## config.mk

```make
export PLATFORM = sky130hd
export DESIGN_NAME = twofish_h
export DESIGN_NICKNAME = d
export VERILOG_FILES = /design/src/twofish_block_encrypt_core_assert.svh /design/src/twofish_pkg.sv /design/src/twofish_h.sv
export SDC_FILE = /design/constraint.sdc
export NUM_CORES = 1
export LEC_CHECK = 0
export ABC_AREA = 0
export BUFFER_PORTS_ARGS = -buffer_cell sky130_fd_sc_hd__buf_2
export CAP_MARGIN = 20
export CELL_PAD_IN_SITES_DETAIL_PLACEMENT = 0
export CELL_PAD_IN_SITES_GLOBAL_PLACEMENT = 1
export CORE_MARGIN = 2
export CORE_UTILIZATION = 49
export DETAILED_ROUTE_END_ITERATION = 8
export GPL_ROUTABILITY_DRIVEN = 0
export PLACE_DENSITY = 0.82
export SETUP_SLACK_MARGIN = 0.1
export SYNTH_ARGS = -nofsm -noshare
export SYNTH_HDL_FRONTEND = slang
export SYNTH_SLANG_ARGS = --single-unit
```

## constraint.sdc

```tcl
create_clock -name vclk -period 14.6
set_input_delay 0 -clock vclk [all_inputs]
set_output_delay 0 -clock vclk [all_outputs]
set_load 0.01 [all_outputs]
```

## src/twofish_block_encrypt_core_assert.svh

```systemverilog
// Assertion macros for the Twofish encryption core.
// Used by the top level only; no other dependencies.
`ifndef TWOFISH_BLOCK_ENCRYPT_CORE_ASSERT_SVH
`define TWOFISH_BLOCK_ENCRYPT_CORE_ASSERT_SVH

// antecedent implies consequent in the same cycle
`define TF_ASSERT_IMP(lbl, clk, rst_n, ante, cons) \
  lbl: assert property (@(posedge clk) disable iff (!rst_n) (ante) |-> (cons)) \
    else $error("twofish core assertion failed");

// antecedent implies consequent in the next cycle
`define TF_ASSERT_NXT(lbl, clk, rst_n, ante, cons) \
  lbl: assert property (@(posedge clk) disable iff (!rst_n) (ante) |=> (cons)) \
    else $error("twofish core assertion failed");

`endif

```

## src/twofish_pkg.sv

```systemverilog
// Shared types, constants and GF(2^8)/q-permutation functions for the
// Twofish encryption core. No dependencies.
`timescale 1ns / 1ps
package twofish_pkg;

  localparam int ROUND_COUNT  = 16;
  localparam int SUBKEY_PAIRS = 4 + ROUND_COUNT;
  localparam int PAIR_AW      = $clog2(SUBKEY_PAIRS);

  localparam logic [7:0] MDS_POLY = 8'h69;
  localparam logic [7:0] RS_POLY  = 8'h4D;

  typedef logic [3:0][31:0] word4_t;

  typedef enum logic [2:0] {
    CFG_KEY0     = 3'd0,
    CFG_KEY1     = 3'd1,
    CFG_KEY2     = 3'd2,
    CFG_KEY3     = 3'd3,
    CFG_KEY_SIZE = 3'd4
  } cfg_idx_e;

  typedef enum logic [3:0] {
    ST_IDLE, ST_RS, ST_KS_A, ST_KS_B, ST_WIN0, ST_WIN1, ST_WIN2,
    ST_RND_A, ST_RND_B, ST_WOUT0, ST_WOUT1, ST_WOUT2
  } state_e;

  localparam logic [3:0] Q0T [4][16] = '{
    '{4'h8,4'h1,4'h7,4'hD,4'h6,4'hF,4'h3,4'h2,4'h0,4'hB,4'h5,4'h9,4'hE,4'hC,4'hA,4'h4},
    '{4'hE,4'hC,4'hB,4'h8,4'h1,4'h2,4'h3,4'h5,4'hF,4'h4,4'hA,4'h6,4'h7,4'h0,4'h9,4'hD},
    '{4'hB,4'hA,4'h5,4'hE,4'h6,4'hD,4'h9,4'h0,4'hC,4'h8,4'hF,4'h3,4'h2,4'h4,4'h7,4'h1},
    '{4'hD,4'h7,4'hF,4'h4,4'h1,4'h2,4'h6,4'hE,4'h9,4'hB,4'h3,4'h0,4'h8,4'h5,4'hC,4'hA}
  };

  localparam logic [3:0] Q1T [4][16] = '{
    '{4'h2,4'h8,4'hB,4'hD,4'hF,4'h7,4'h6,4'hE,4'h3,4'h1,4'h9,4'h4,4'h0,4'hA,4'hC,4'h5},
    '{4'h1,4'hE,4'h2,4'hB,4'h4,4'hC,4'h3,4'h7,4'h6,4'hD,4'hA,4'h5,4'hF,4'h9,4'h0,4'h8},
    '{4'h4,4'hC,4'h7,4'h5,4'h1,4'h6,4'h9,4'hA,4'h0,4'hE,4'hD,4'h8,4'h2,4'hB,4'h3,4'hF},
    '{4'hB,4'h9,4'h5,4'h1,4'hC,4'h3,4'hD,4'hE,4'h6,4'h4,4'h7,4'hF,4'h2,4'h0,4'h8,4'hA}
  };

  localparam logic [7:0] MDS_M [4][4] = '{
    '{8'h01, 8'hEF, 8'h5B, 8'h5B},
    '{8'h5B, 8'hEF, 8'hEF, 8'h01},
    '{8'hEF, 8'h5B, 8'h01, 8'hEF},
    '{8'hEF, 8'h01, 8'hEF, 8'h5B}
  };

  localparam logic [7:0] RS_M [4][8] = '{
    '{8'h01, 8'hA4, 8'h55, 8'h87, 8'h5A, 8'h58, 8'hDB, 8'h9E},
    '{8'hA4, 8'h56, 8'h82, 8'hF3, 8'h1E, 8'hC6, 8'h68, 8'hE5},
    '{8'h02, 8'hA1, 8'hFC, 8'hC1, 8'h47, 8'hAE, 8'h3D, 8'h19},
    '{8'hA4, 8'h55, 8'h87, 8'h5A, 8'h58, 8'hDB, 8'h9E, 8'h03}
  };

  function automatic logic [7:0] gf_mul(logic [7:0] a, logic [7:0] b, logic [7:0] poly);
    logic [7:0] r;
    logic [7:0] aa;
    r  = 8'h00;
    aa = a;
    for (int i = 0; i < 8; i++) begin
      if (b[i]) r = r ^ aa;
      aa = aa[7] ? ({aa[6:0], 1'b0} ^ poly) : {aa[6:0], 1'b0};
    end
    return r;
  endfunction

  function automatic logic [3:0] ror4(logic [3:0] x);
    return {x[0], x[3:1]};
  endfunction

  function automatic logic [7:0] qperm(logic which, logic [7:0] x);
    logic [3:0] a0, b0, a1, b1, a2, b2, a3, b3, lo, hi;
    a0 = x[7:4];
    b0 = x[3:0];
    a1 = a0 ^ b0;
    b1 = a0 ^ ror4(b0) ^ {a0[0], 3'b000};
    a2 = which ? Q1T[0][a1] : Q0T[0][a1];
    b2 = which ? Q1T[1][b1] : Q0T[1][b1];
    a3 = a2 ^ b2;
    b3 = a2 ^ ror4(b2) ^ {a2[0], 3'b000};
    lo = which ? Q1T[2][a3] : Q0T[2][a3];
    hi = which ? Q1T[3][b3] : Q0T[3][b3];
    return {hi, lo};
  endfunction

  // one S-box key word from eight key bytes
  function automatic logic [31:0] rs_word(logic [63:0] kw);
    logic [31:0] s;
    logic [7:0]  v;
    s = '0;
    for (int j = 0; j < 4; j++) begin
      v = 8'h00;
      for (int t = 0; t < 8; t++) v = v ^ gf_mul(RS_M[j][t], kw[8*t +: 8], RS_POLY);
      s[8*j +: 8] = v;
    end
    return s;
  endfunction

endpackage

```

## src/twofish_h.sv

```systemverilog
// Twofish h function: key-dependent q-permutation layers followed by MDS.
// Depends on twofish_pkg.
`timescale 1ns / 1ps
module twofish_h (
  input  logic [31:0]         x_i,
  input  twofish_pkg::word4_t list_i,
  input  logic [1:0]          key_size_i,
  output logic [31:0]         z_o
);
  import twofish_pkg::*;

  logic [7:0] y [4];
  logic [7:0] v;

  always_comb begin
    for (int j = 0; j < 4; j++) y[j] = x_i[8*j +: 8];
    if (key_size_i[1]) begin
      y[0] = qperm(1'b1, y[0]) ^ list_i[3][7:0];
      y[1] = qperm(1'b0, y[1]) ^ list_i[3][15:8];
      y[2] = qperm(1'b0, y[2]) ^ list_i[3][23:16];
      y[3] = qperm(1'b1, y[3]) ^ list_i[3][31:24];
    end
    if (key_size_i != 2'd0) begin
      y[0] = qperm(1'b1, y[0]) ^ list_i[2][7:0];
      y[1] = qperm(1'b1, y[1]) ^ list_i[2][15:8];
      y[2] = qperm(1'b0, y[2]) ^ list_i[2][23:16];
      y[3] = qperm(1'b0, y[3]) ^ list_i[2][31:24];
    end
    y[0] = qperm(1'b1, qperm(1'b0, qperm(1'b0, y[0]) ^ list_i[1][7:0]) ^ list_i[0][7:0]);
    y[1] = qperm(1'b0, qperm(1'b0, qperm(1'b1, y[1]) ^ list_i[1][15:8]) ^ list_i[0][15:8]);
    y[2] = qperm(1'b1, qperm(1'b1, qperm(1'b0, y[2]) ^ list_i[1][23:16]) ^ list_i[0][23:16]);
    y[3] = qperm(1'b0, qperm(1'b1, qperm(1'b1, y[3]) ^ list_i[1][31:24]) ^ list_i[0][31:24]);
    for (int i = 0; i < 4; i++) begin
      v = 8'h00;
      for (int j = 0; j < 4; j++) v = v ^ gf_mul(MDS_M[i][j], y[j], MDS_POLY);
      z_o[8*i +: 8] = v;
    end
  end

endmodule

```

==> reports/summary.md <==
- 0.132 — multiplexer share of the synthesized area
- 1,114 — number of violations reported at the end of detailed-routing iteration 0
- 0.438 — worst slew margin relative to its limit
- 0.310 — fraction of layout instances using a drive strength above 1
- 106,000 µm — first-pass GRT wire length
- 0 — max capacitance violation total
- input pin to output pin — type of the most critical hold path
- 0.303 — XOR/XNOR Fraction of Synth Area
- 0 µm² — sequential standard cell area
- 0.166 — Synth Area in Simple Gates
- 8.46 µm² — Post-Syn Area per Cell
- 5.71 — vias per cell
- 82 — placement row count
- 16.6 µm — detail-routed net length per standard cell
- 0.0295 mm² — finished layout cell area
- sky130_fd_sc_hd__mux4_2 — slowest stage cell, crit path
- 7 — CP max FO
- 0 — Post-DRT Antenna Nets
- sky130_fd_sc_hd__ha_1 — most frequent cell on the critical path
- finished, final reports clean — run status
- 21,800 — vias in the first global route
- 3,316 — total nets after synthesis
- 71.4 MHz — top achievable clock speed
- 22,600 — number of vias after detailed routing
- 20.3% — signed area change from the synthesized netlist to the final layout
- 0.493 — Initial Util
- 228 µm — die width
- 0 — warnings from Yosys
- 0 — max-slew violation count
- output pin — category of the worst setup path capture point
- 0.235 — GRT Overall Usage
- 14,010 ps — Min Clock Period, post-route
- yes — unrepaired setup endpoints after global routing
- 2,904 — post-synthesis instance total
- 48 — largest net degree at the start of global routing
- 841 ps — actual transition at the worst max-transition pin
- sky130_fd_sc_hd__xnor2_1 — cell with the most instances after synthesis
- 142 — Yosys cell types
- sky130_fd_sc_hd__ha_1, sky130_fd_sc_hd__xnor2_1, sky130_fd_sc_hd__mux2i_1 — top post-synthesis cells by area
- 0 — sequential area share after synthesis
- 14,600 ps — Worst Path Required
- 0 — Final setup violation count
- input pin — startpoint types
- 228 µm — DIE HEIGHT
- 0 — Hold Buf Count CTS
- input pin to output pin — Crit Path Class
- 0 — count of flip-flops and latches
- 5 — number of optimization iterations in the first detailed-route pass
- 1490 ps — WHS
- 0.0246 mm² — netlist area before placement
- 65,500 µm — Final Routed Wirelength
- 0 — hold violation total from the final report
- 0.960 — portion of the clock cycle consumed by the worst path in the final layout
- 14,010 ps — arrival time at the worst endpoint
- 0.0519 mm² — overall die area
- 0 — leftover overflow at the end of global routing
- 22 — antenna violations before repair
- 53,800 µm — final HPWL from detailed placement
- 550 ps — largest stage delay on the critical path
- 0.0273 mm² — instance area at placement
- 0.221 — post-synthesis compound-gate area fraction
- 0 — remaining routing DRC violations
- 0.127 — post-synth top area share
- 0.129 — Adder-Cell Fraction of Synth Area
- sky130_fd_sc_hd__ha_1 — cell type with the highest aggregate area in the netlist
- 0.0499 mm² — core outline area
- 194 — boundary pin count
- 3,675 — count of nets after finishing
- XOR/XNOR gates — main combinational cell family by area after synthesis
- 0 — number of clock-tree buffers in the layout
- sky130_fd_sc_hd__xnor2_1, sky130_fd_sc_hd__ha_1, sky130_fd_sc_hd__inv_1 — Commonest cells post-synth
- 194 — buffers added on ports
## timing repair
action | CTS | global route
setup endpoints to repair | 29 | 32
pin swaps | 2 | 68
buffers inserted | 2 | 63
resized for setup | 34 | 243
## routing by layer
metal,GRT usage,share of wire
met1,0.307,0.44
met2,0.428,0.50
met3,0.0128,0.032
met4,0.0496,0.020
met5,0,0.00073
## layout by cell type, fill, tap and decap left out, types with 34 or more instances in the layout
master / n
sky130_fd_sc_hd__xor2_1: 130
sky130_fd_sc_hd__inv_1: 195
sky130_fd_sc_hd__buf_2: 191
sky130_fd_sc_hd__mux2_2: 37
sky130_fd_sc_hd__a211oi_1: 37
sky130_fd_sc_hd__and3_1: 40
sky130_fd_sc_hd__nor2_1: 146
sky130_fd_sc_hd__nand3_1: 69
sky130_fd_sc_hd__xnor2_2: 110
sky130_fd_sc_hd__ha_1: 248
sky130_fd_sc_hd__mux2i_1: 158
sky130_fd_sc_hd__a21oi_1: 94
sky130_fd_sc_hd__o21ai_0: 66
sky130_fd_sc_hd__o21ai_1: 37
sky130_fd_sc_hd__xnor3_1: 43
sky130_fd_sc_hd__xnor2_1: 220
sky130_fd_sc_hd__nor3_1: 98
sky130_fd_sc_hd__nand2_1: 149
sky130_fd_sc_hd__o211ai_1: 34
sky130_fd_sc_hd__buf_4: 225
sky130_fd_sc_hd__xor2_2: 63
sky130_fd_sc_hd__and2_1: 34
## per-stage QoR
step                std cells  setup slack (ps)   util  TNS [ps]
finish                   3951               585  0.593         0
global route             3950             -97.7  0.592      -269
CTS                      3870               110  0.552         0
detailed placement       3868              -415  0.547     -4950
global placement         3868             -15.0  0.547     -18.8
floorplan                2904               976      -         0
## cells by family (layout without fill, tap and decap cells)
group	Yosys count	count (layout)
multiplexers	265	265
other	0	18
buffers and inverters	294	651
adder cells (fa/ha/maj)	255	255
AO/OA/AOI/OAI	691	691
AND/OR/NAND/NOR	769	769
XOR/XNOR	630	630
## worst max-delay path: cells and delay by family
family | cells | cell delay, ps
buffers and inverters | 10 | 1330
adders and majority gates | 9 | 2280
AOI/OAI and AO/OA | 7 | 1470
xor gates and xnor gates | 11 | 2770
muxes | 7 | 2620
and+or+nand+nor | 15 | 3530
## final timing paths
check  slack [ps]      to      start  cells past startpoint
max           590  z_o[5]    x_i[25]                     59
min          1490  z_o[7]  list_i[4]                     11
## area by class of cell
class / instances / area (µm²)
fillers: 4478 / 20300
multi-input cells: 2610 / 25100
repair buffers: 419 / 2670
diodes: 18 / 45.0
inverters: 232 / 871
well taps: 672 / 841
Power is not shown: default switching activity piles up to over one toggle a cycle in this logic, so the estimate is an artifact.
