==> config.mk <==
export PLATFORM = sky130hd
export DESIGN_NAME = twofish_ram
export DESIGN_NICKNAME = d
export VERILOG_FILES = /design/src/twofish_block_encrypt_core_assert.svh /design/src/twofish_ram.sv
export SDC_FILE = /design/constraint.sdc
export NUM_CORES = 1
export LEC_CHECK = 0
export BUFFER_PORTS_ARGS = -buffer_cell sky130_fd_sc_hd__buf_2
export CAP_MARGIN = 20
export CORE_MARGIN = 5
export CORE_UTILIZATION = 40
export DETAILED_ROUTE_END_ITERATION = 7
export REMOVE_ABC_BUFFERS = 1
export SYNTH_ARGS = -nofsm -noshare
export SYNTH_HDL_FRONTEND = slang
export SYNTH_SLANG_ARGS = --single-unit
==> constraint.sdc <==
create_clock -name clk_i -period 4.75 [get_ports clk_i]
set_input_delay 0.7125 -clock clk_i [delete_from_list [all_inputs] [get_ports clk_i]]
set_output_delay 0.7125 -clock clk_i [all_outputs]
set_load 0.01 [all_outputs]
==> src/twofish_block_encrypt_core_assert.svh <==
// Assertion macros for the Twofish encryption core.
// Used by the top level only; no other dependencies.
`ifndef TWOFISH_BLOCK_ENCRYPT_CORE_ASSERT_SVH
`define TWOFISH_BLOCK_ENCRYPT_CORE_ASSERT_SVH

// antecedent implies consequent in the same cycle
`define TF_ASSERT_IMP(lbl, clk, rst_n, ante, cons) \
  lbl: assert property (@(posedge clk) disable iff (!rst_n) (ante) |-> (cons)) \
    else $error("twofish core assertion failed");

// antecedent implies consequent in the next cycle
`define TF_ASSERT_NXT(lbl, clk, rst_n, ante, cons) \
  lbl: assert property (@(posedge clk) disable iff (!rst_n) (ante) |=> (cons)) \
    else $error("twofish core assertion failed");

`endif

==> src/twofish_ram.sv <==
// Generic single-write, single-read RAM with registered read data.
// No dependencies.
`timescale 1ns / 1ps
module twofish_ram #(
  parameter int WIDTH = 64,
  parameter int DEPTH = 20
) (
  input  logic                     clk_i,
  input  logic                     we_i,
  input  logic [$clog2(DEPTH)-1:0] waddr_i,
  input  logic [WIDTH-1:0]         wdata_i,
  input  logic [$clog2(DEPTH)-1:0] raddr_i,
  output logic [WIDTH-1:0]         rdata_o
);

  logic [WIDTH-1:0] mem_q [DEPTH];
  logic [WIDTH-1:0] rdata_q;

  always_ff @(posedge clk_i) begin
    if (we_i) mem_q[waddr_i] <= wdata_i;
    rdata_q <= mem_q[raddr_i];
  end

  assign rdata_o = rdata_q;

endmodule

==> results of run 1 <==
## synthesized netlist by cell type (all sizes together)
| master | instances | area, um^2 |
|---|---|---|
| clkbuf | 58 | 221.5 |
| or3 | 1 | 6.260 |
| nand4b | 1 | 8.760 |
| nor2b | 3 | 18.77 |
| o22ai | 64 | 400.4 |
| nand2b | 1 | 6.260 |
| nor2 | 85 | 319.1 |
| nand3b | 4 | 30.03 |
| edfxtp | 1280 | 38440 |
| a2111oi | 10 | 112.6 |
| mux2 | 54 | 608.1 |
| a211oi | 54 | 405.4 |
| a21oi | 64 | 320.3 |
| nand3 | 119 | 595.6 |
| nor3 | 11 | 55.05 |
| nand4bb | 1 | 11.26 |
| dfxtp | 64 | 1281 |
| buf | 85 | 549.3 |
| and3b | 1 | 8.760 |
| a22oi | 64 | 480.5 |
| or3b | 3 | 26.28 |
| nor3b | 1 | 7.510 |
| mux2i | 458 | 4584 |
| or2 | 1 | 6.260 |
| mux4 | 64 | 1441 |
| and2 | 1 | 6.260 |
| nand2 | 130 | 488.0 |
## sequential cells by signal (all words and copies together), names as in the netlist
| name | count |
|---|---|
| mem_q | 1280 |
| rdata_o | 64 |
## path summary, 6_finish.rpt
kind	end	slack (ns)	cells past startpoint
max reg2reg	rdata_o[53]$_DFF_P_	3.21	3
min reg2reg	rdata_o[40]$_DFF_P_	0.59	4
max	rdata_o[30]$_DFF_P_	2.11	6
min	mem_q[8][12]$_DFFE_PP_	0.38	1
## worst max-delay path, stage by stage
cell and delay (ns):
buf_4 0.61, nand2b_4 0.83, buf_4 0.49, o22ai_1 0.12, a211oi_1 0.28, nand3_1 0.11
## per-layer routing
metal	vias to the layer above	wire [um]	track usage, %
li1	11130	-	-
met1	13510	51910	25.28
met2	834	56590	28.49
met3	173	9127	4.125
met4	12	2166	4.408
met5	-	73	0
## cell families after synthesis
family / count (synthesis) / share of synthesized area [%]
DFF: 1344 / 78.75
muxes: 576 / 13.15
and+or+nand+nor: 363 / 3.161
AOI/OAI and AO/OA: 256 / 3.409
buffers and inverters: 143 / 1.528
## metrics by stage
step                      total power, mW  instance area, um^2  hold slack (ns)
after global routing                25.72                58050           0.3602
final                               24.88                58060           0.3777
after floorplan                     13.97                49670           0.5371
after global placement              14.62                53510           0.5888
after detailed placement            14.65                53590           0.5911
after CTS                           25.11                58000           0.3293
## final cells by class
class / instances / area share [%]
well taps: 1650 / 3.556
diodes: 5 / 0.02155
clock buffers: 186 / 6.501
flip-flops and latches: 1344 / 68.40
multi-input cells: 1195 / 17.52
repair buffers: 218 / 2.913
clock inverters: 58 / 1.086
## report_power, final
group / internal [mW] / switching, mW
registers: 13.2 / 0.0776
clock network: 6.17 / 4.32
logic: 0.398 / 0.742
==> out/metrics.yaml, run 1 <==
global_route:
  grt_usage_pct: 17.93
  antenna_found_initial: 13
  grt_max_degree: 89
  grt_pass1_wl_um: 175400
  grt.overflow.total: 0
  grt_pass1_vias: 26190
setup_path:
  crit_start: "raddr_i[1]"
  path_class: "input pin to flip-flop"
  r2r-start: "mem_q[6][53]$_DFFE_PP_"
  worstPathRequired_ns: 5.36
  arrival_ns: 3.25
  crit_fanout: 44
  crit_path_end_kind: "flip-flop"
  cp-start-kind: "input pin"
final_layout:
  final_cell_mix: "edfxtp_1, mux2i_1, clkbuf_16, buf_2, nand2_1"
  area_delta_synth_final_pct: 15.13
  fillers: 10480
  final_cells: 4656
  seq_area_um2: 39720
  multi_input_area_um2: 10170
  final_core_util_pct: 46.30
  final_nets: 2968
  drive_above_1_share_pct: 18.79
  final_common_cell: "edfxtp_1"
synthesis:
  ys_seq_elements: 1344
  yosys_warnings: 0
  syn-instance-count: 2682
  synth_area_um2: 50440
  seq_area_frac_synth_pct: 78.75
  syn_area_per_cell_um2: 18.81
  yosysUniqueCellTypes: 32
hold_path:
  hp-class: "input pin to flip-flop"
  min_from: "wdata_i[12]"
clock_network:
  h-tree-depth: 4
  clkLatencyLatePin_ns: 0.73
  cts_setup_buffers: 0
  holdBufCountCts: 0
  post_cts_resized: 0
  cts_root_buffer: "clkbuf_16"
  clockBufferDepth: 3
  tritoncts: "built"
  clock-sinks: 1344
  numCtsBuffers: 133
  cts.clk_slew.worst_paths_ns: 0.06
sta:
  drv_slew: 0
  worstMarginPinSlew_ns: 1.129
  fin_crit_sh_pct: 55.59
  fin_worst_skew_ns: 0.02980
  max_freq_mhz: 378.7
  fin_ws_ns: 2.109
  period_needed_ns: 2.641
  slew_headroom_pct: 24.75
  setup_violations: 0
  finalHoldViolCount: 0
  setup_tns_ns: 0
  rsz0062_at_grt: "no"
route:
  postRouteAntennaNets: 0
  route.vias.total: 25660
  firstDrtPassIters: 5
  drtIter0Drc: 2543
  vias_per_cell: 5.511
  post_drt_wl_per_cell_um: 25.75
  finalWirelength_um: 119900
  drc: 0
floorplanning:
  num_io_pins: 140
  die_h_um: 365.1
  die_area_um2: 133300
  die_w_um: 365.1
  rows: 130
  core_um2: 125400
  initial_core_util_pct: 40.22
placement:
  placed_cells: 4405
  placement.io_buffers: 139
  gp_congestion: 0.7478
  pre_cts_slack_ns: 1.403
  dp_hpwl_um: 66780
power:
  leakagePower_nw: 19.69
  vdd_ir_drop_max_v: 0.0003803
  power-per-cell-area_nw_per_um2: 428.4
status:
  outcome: "finished, final reports clean"
job:
  cap_viol_max_count: 0
No activity file was read; power rests on OpenSTA's default activity.
==> run 2: changes to the inputs <==
==> constraint.sdc (replaced) <==
create_clock -name clk_i -period 2.31 [get_ports clk_i]
set_input_delay 0.3465 -clock clk_i [delete_from_list [all_inputs] [get_ports clk_i]]
set_output_delay 0.3465 -clock clk_i [all_outputs]
set_load 0.01 [all_outputs]
==> out/metrics.yaml, run 2 (same netlist as run 1, synthesis figures left out) <==
route:
  vias_per_cell: 5.428  # -1.5%
  drtIter0Drc: 2335  # -8.2%
  finalWirelength_um: 124600  # +4.0%
  postRouteAntennaNets: 0  # unchanged
  post_drt_wl_per_cell_um: 26.06  # +1.2%
  route.vias.total: 25960  # +1.2%
  drc: 0  # unchanged
  firstDrtPassIters: 5  # unchanged
floorplanning:
  rows: 130  # unchanged
  die_area_um2: 133300  # unchanged
  die_w_um: 365.1  # unchanged
  initial_core_util_pct: 40.22  # unchanged
  num_io_pins: 140  # unchanged
  core_um2: 125400  # unchanged
  die_h_um: 365.1  # unchanged
global_route:
  antenna_found_initial: 13  # unchanged
  grt_max_degree: 57  # -36%
  grt_usage_pct: 18.60  # +0.67 points
  grt_pass1_vias: 26600  # +1.6%
  grt.overflow.total: 0  # unchanged
  grt_pass1_wl_um: 180900  # +3.1%
final_layout:
  largest_register: "mem_q"
  largest_reg_flops: 1280  # unchanged
  drive_above_1_share_pct: 19.95  # +1.2 points
  final_core_util_pct: 47.34  # +1.0 points
  final_nets: 3087  # +4.0%
  area_delta_synth_final_pct: 17.71
  stdcell_area_um2: 59370  # +2.2%
  final_cell_mix: "edfxtp_1, mux2i_1, clkbuf_16, buf_2, nand2_1"
  final_common_cell: "edfxtp_1"
sta:
  rsz0062_at_grt: "no"
  fin_crit_sh_pct: 86.66
  worstMarginPinSlew_ns: 0.7967  # -0.3321 ns
  slew_headroom_pct: 45.51  # +21 points
  period_needed_ns: 2.002
  fin_ws_ns: 0.3082  # -1.801 ns
  fin_worst_skew_ns: 0.02228  # -0.007511 ns
  drv_slew: 0  # unchanged
  setup_violations: 0  # unchanged
  finalHoldViolCount: 0  # unchanged
  max_freq_mhz: 499.6
clock_network:
  cts.clk_slew.worst_paths_ns: 0.06  # about the same
  clkLatencyLatePin_ns: 0.73  # about the same
  cts_root_buffer: "clkbuf_16"
  tritoncts: "built"
  clock-sinks: 1344  # unchanged
  clockBufferDepth: 3  # unchanged
  h-tree-depth: 4  # unchanged
  post_cts_resized: 0  # unchanged
  numCtsBuffers: 140  # +5.3%
job:
  cap_viol_max_count: 0  # unchanged
power:
  vdd_ir_drop_max_v: 0.0006043  # +59%
  leakagePower_nw: 20.29  # +3.1%
  total_power_mw: 50.85  # +100%
  power-per-cell-area_nw_per_um2: 856.5  # +100%
placement:
  placed_area_um2: 54620  # +1.9%
  gp_congestion: 0.7550  # +0.96%
  placement.io_buffers: 139  # unchanged
  dp_hpwl_um: 69140  # +3.5%
  pre_cts_slack_ns: -0.2049  # -1.608 ns
setup_path:
  arrival_ns: 2.60  # -0.65 ns
  cp-start-kind: "flip-flop"
  path_class: "flip-flop to flip-flop"
  r2r_setup_slack_ns: 0.31  # -2.90 ns
  worstPathRequired_ns: 2.91  # -2.45 ns
  slowest_delay_ns: 0.76  # -0.07 ns
  critPathSlowestCell: "a2111oi_0"
  crit_fanout: 1  # -98%
  path_cells: "mux4_2 -> a2111oi_0 -> buf_4 -> nand2_1"
  crit_path_end_kind: "flip-flop"
hold_path:
  hp-class: "input pin to flip-flop"
status:
  outcome: "finished, final reports clean"
[run 2: final cells by class]
type	count	area (um^2)
antenna	10	25.02
clock buffer	203	3946
clock inverter	51	354.1
fill	10300	66040
multi-input combinational	1195	10170
sequential	1344	39720
tap	1650	2064
timing repair buffer	330	3085
[run 2: timing repair]
| item | CTS | global route |
|---|---|---|
| buffers inserted | 0 | 0 |
| setup endpoints to repair | 0 | 0 |
| hold endpoints to repair | 597 | 0 |
| hold buffers | 42 | 0 |
[run 2: path summary, 6_finish.rpt]
kind / startpoint / endpoint / cells past startpoint
setup / recovery: mem_q[7][48]$_DFFE_PP_ / rdata_o[48]$_DFF_P_ / 4
hold / removal: wdata_i[19] / mem_q[0][19]$_DFFE_PP_ / 1
setup reg to reg: mem_q[7][48]$_DFFE_PP_ / rdata_o[48]$_DFF_P_ / 4
hold reg to reg: mem_q[10][59]$_DFFE_PP_ / rdata_o[59]$_DFF_P_ / 4
[run 2: metrics by stage]
| step | instances | hold WS [ns] | TNS, ns |
|---|---|---|---|
| floorplan | 2539 | 0.4454 | -2159.17 |
| global placement | 4477 | 0.5585 | -0.2023 |
| detailed placement | 4477 | 0.5746 | -0.2437 |
| CTS | 4773 | 0.0005722 | 0 |
| global route | 4773 | 0.02304 | 0 |
| finish | 4783 | 0.03974 | 0 |
[run 2: critical path: cells and delay by family, from the launching register on]
kind,cells,cell delay [ns]
and+or+nand+nor,1,0.06
AOI/OAI and AO/OA,1,0.76
DFF,1,0.37
buffers and inverters,1,0.22
muxes,1,0.47
[run 2: per-layer routing]
layer  vias to the layer above  routed length [um]  share of wire [%]  GRT usage, %
met2                       860               59490                 48         30.23
met1                     13540               54230                 44         26.15
met4                         4                2573                2.1         4.853
met3                       171                8317                6.7         3.330
met5                         -                  27              0.022             0
li1                      11390                   -                  -             -
[run 2: where the power goes]
part / leakage (nW) / switching, mW / internal [mW]
clock network: 2.09 / 8.88 / 12.2
logic: 6.13 / 1.58 / 0.960
registers: 12.1 / 0.152 / 27.1
==> run 3: changes to the inputs <==
--- a/config.mk
+++ b/config.mk
@@ -10,6 +10,7 @@
 export CORE_MARGIN = 5
 export CORE_UTILIZATION = 40
 export DETAILED_ROUTE_END_ITERATION = 7
+export PLACE_DENSITY = 0.63
 export REMOVE_ABC_BUFFERS = 1
 export SYNTH_ARGS = -nofsm -noshare
 export SYNTH_HDL_FRONTEND = slang
==> out/metrics.yaml, run 3 (same netlist as run 1, synthesis figures left out) <==
status:
  outcome: "finished, final reports clean"
clock_network:
  tritoncts: "built"
  numCtsBuffers: 136  # -2.9%
  h-tree-depth: 4  # unchanged
  clockBufferDepth: 3  # unchanged
  post_cts_resized: 0  # unchanged
  cts_root_buffer: "clkbuf_16"
  cts.clk_slew.worst_paths_ns: 0.06  # about the same
  clock-sinks: 1344  # unchanged
  clkLatencyLatePin_ns: 0.75  # +0.02 ns
route:
  route.vias.total: 26040  # +0.30%
  finalWirelength_um: 122300  # -1.9%
  firstDrtPassIters: 5  # unchanged
  vias_per_cell: 5.425  # about the same
  post_drt_wl_per_cell_um: 25.48  # -2.2%
  drtIter0Drc: 2420  # +3.6%
  drc: 0  # unchanged
  postRouteAntennaNets: 0  # unchanged
final_layout:
  final_cell_mix: "edfxtp_1, mux2i_1, clkbuf_16, buf_2, nand2_1"
  area_delta_synth_final_pct: 18.61
  drive_above_1_share_pct: 20.39  # +0.45 points
  final_nets: 3110  # +0.75%
  final_common_cell: "edfxtp_1"
  final_core_util_pct: 47.70  # +0.36 points
  largest_register: "mem_q"
  stdcell_area_um2: 59820  # +0.77%
  largest_reg_flops: 1280  # unchanged
global_route:
  antenna_found_initial: 12  # -1
  grt.overflow.total: 0  # unchanged
  grt_pass1_wl_um: 177600  # -1.8%
  grt_pass1_vias: 26050  # -2.1%
  grt_usage_pct: 18.21  # -0.39 points
  grt_max_degree: 72  # +26%
sta:
  rsz0062_at_grt: "no"
  max_freq_mhz: 549.9  # +10%
  period_needed_ns: 1.818  # -0.1834 ns
  worstMarginPinSlew_ns: 0.6496  # -0.1471 ns
  finalHoldViolCount: 0  # unchanged
  slew_headroom_pct: 56.59  # +11 points
  fin_worst_skew_ns: 0.02401  # +0.001730 ns
  fin_crit_sh_pct: 78.72  # -7.9 points
  drv_slew: 0  # unchanged
  setup_violations: 0  # unchanged
  setup_tns_ns: 0  # unchanged
floorplanning:
  die_area_um2: 133300  # unchanged
  rows: 130  # unchanged
  initial_core_util_pct: 40.22  # unchanged
  core_um2: 125400  # unchanged
  die_w_um: 365.1  # unchanged
  die_h_um: 365.1  # unchanged
  num_io_pins: 140  # unchanged
placement:
  dp_hpwl_um: 69410  # +0.39%
  gp_congestion: 0.7537  # -0.17%
  placed_area_um2: 54840  # +0.40%
  placement.io_buffers: 139  # unchanged
job:
  cap_viol_max_count: 0  # unchanged
power:
  power-per-cell-area_nw_per_um2: 854.6  # -0.22%
  vdd_ir_drop_max_v: 0.0008643  # +43%
  leakagePower_nw: 20.47  # +0.90%
  total_power_mw: 51.12  # +0.55%
setup_path:
  worstPathRequired_ns: 2.90  # about the same
  cp-start-kind: "input pin"
  arrival_ns: 2.41  # -0.19 ns
  crit_path_end_kind: "flip-flop"
  crit_fanout: 20  # +19
  path_class: "input pin to flip-flop"
  r2r_setup_slack_ns: 0.58  # +0.27 ns
hold_path:
  hp-class: "input pin to flip-flop"
## run 3: changes by cell type in the layout (fill, tap and decap cells not counted), sizes merged
cell         delta
clkbuf         -26
dlygate4sd3    +22
clkinv          +8
bufinv          +7
buf             +5
clkinvlp        +4
diode           -3
## run 3: what timing repair did
item / CTS / global route
hold buffers: 64 / 0
endpoints found under the hold margin: 1218 / 0
setup buffers: 0 / 0
## run 3: path summary, 6_finish.rpt
| path | start | to | cells after the start |
|---|---|---|---|
| hold / removal | wdata_i[13] | mem_q[5][13]$_DFFE_PP_ | 1 |
| setup reg to reg | mem_q[4][48]$_DFFE_PP_ | rdata_o[48]$_DFF_P_ | 4 |
| setup / recovery | raddr_i[4] | rdata_o[23]$_DFF_P_ | 7 |
| hold reg to reg | mem_q[2][7]$_DFFE_PP_ | rdata_o[7]$_DFF_P_ | 4 |
## run 3: layout make-up
cell class	count	area (um^2)
Clock buffer	177	3651
Clock inverter	70	676.9
Tap cell	1650	2064
Timing Repair Buffer	357	3522
Multi-Input combinational cell	1195	10170
Antenna cell	7	17.52
Sequential cell	1344	39720
Fill cell	10240	65590
## run 3: layer usage
metal,share of wire [%],vias to the layer above,global-route usage (%)
met1,44,13610,25.89
met4,1.9,4,4.315
li1,-,11420,-
met2,47,842,28.99
met3,6.8,157,3.930
met5,0.017,-,0
## run 3: report_power, final
| group | internal, mW | switching (mW) | total [mW] |
|---|---|---|---|
| registers | 27.1 | 0.161 | 27.2 |
| clock network | 12.3 | 8.98 | 21.3 |
| logic | 0.999 | 1.58 | 2.58 |
## run 3: stage by stage
| step | worst slack (ns) | hold slack [ns] | std cells |
|---|---|---|---|
| 2_1_floorplan | -1.752 | 0.4454 | 2539 |
| 6_report | 0.4916 | 0.06041 | 4800 |
| 3_5_place_dp | 0.1735 | 0.5725 | 4482 |
| 3_3_place_gp | 0.09108 | 0.5622 | 4482 |
| 4_1_cts | 0.4586 | 0.02098 | 4793 |
| 5_1_grt | 0.4190 | 0.04109 | 4794 |
## run 3: critical path: stages
cell           delay, ns
dlygate4sd3_1       0.56
buf_2               0.21
nand2b_4            0.26
buf_4               0.42
o22ai_1             0.15
a211oi_1            0.28
nand3_1             0.16
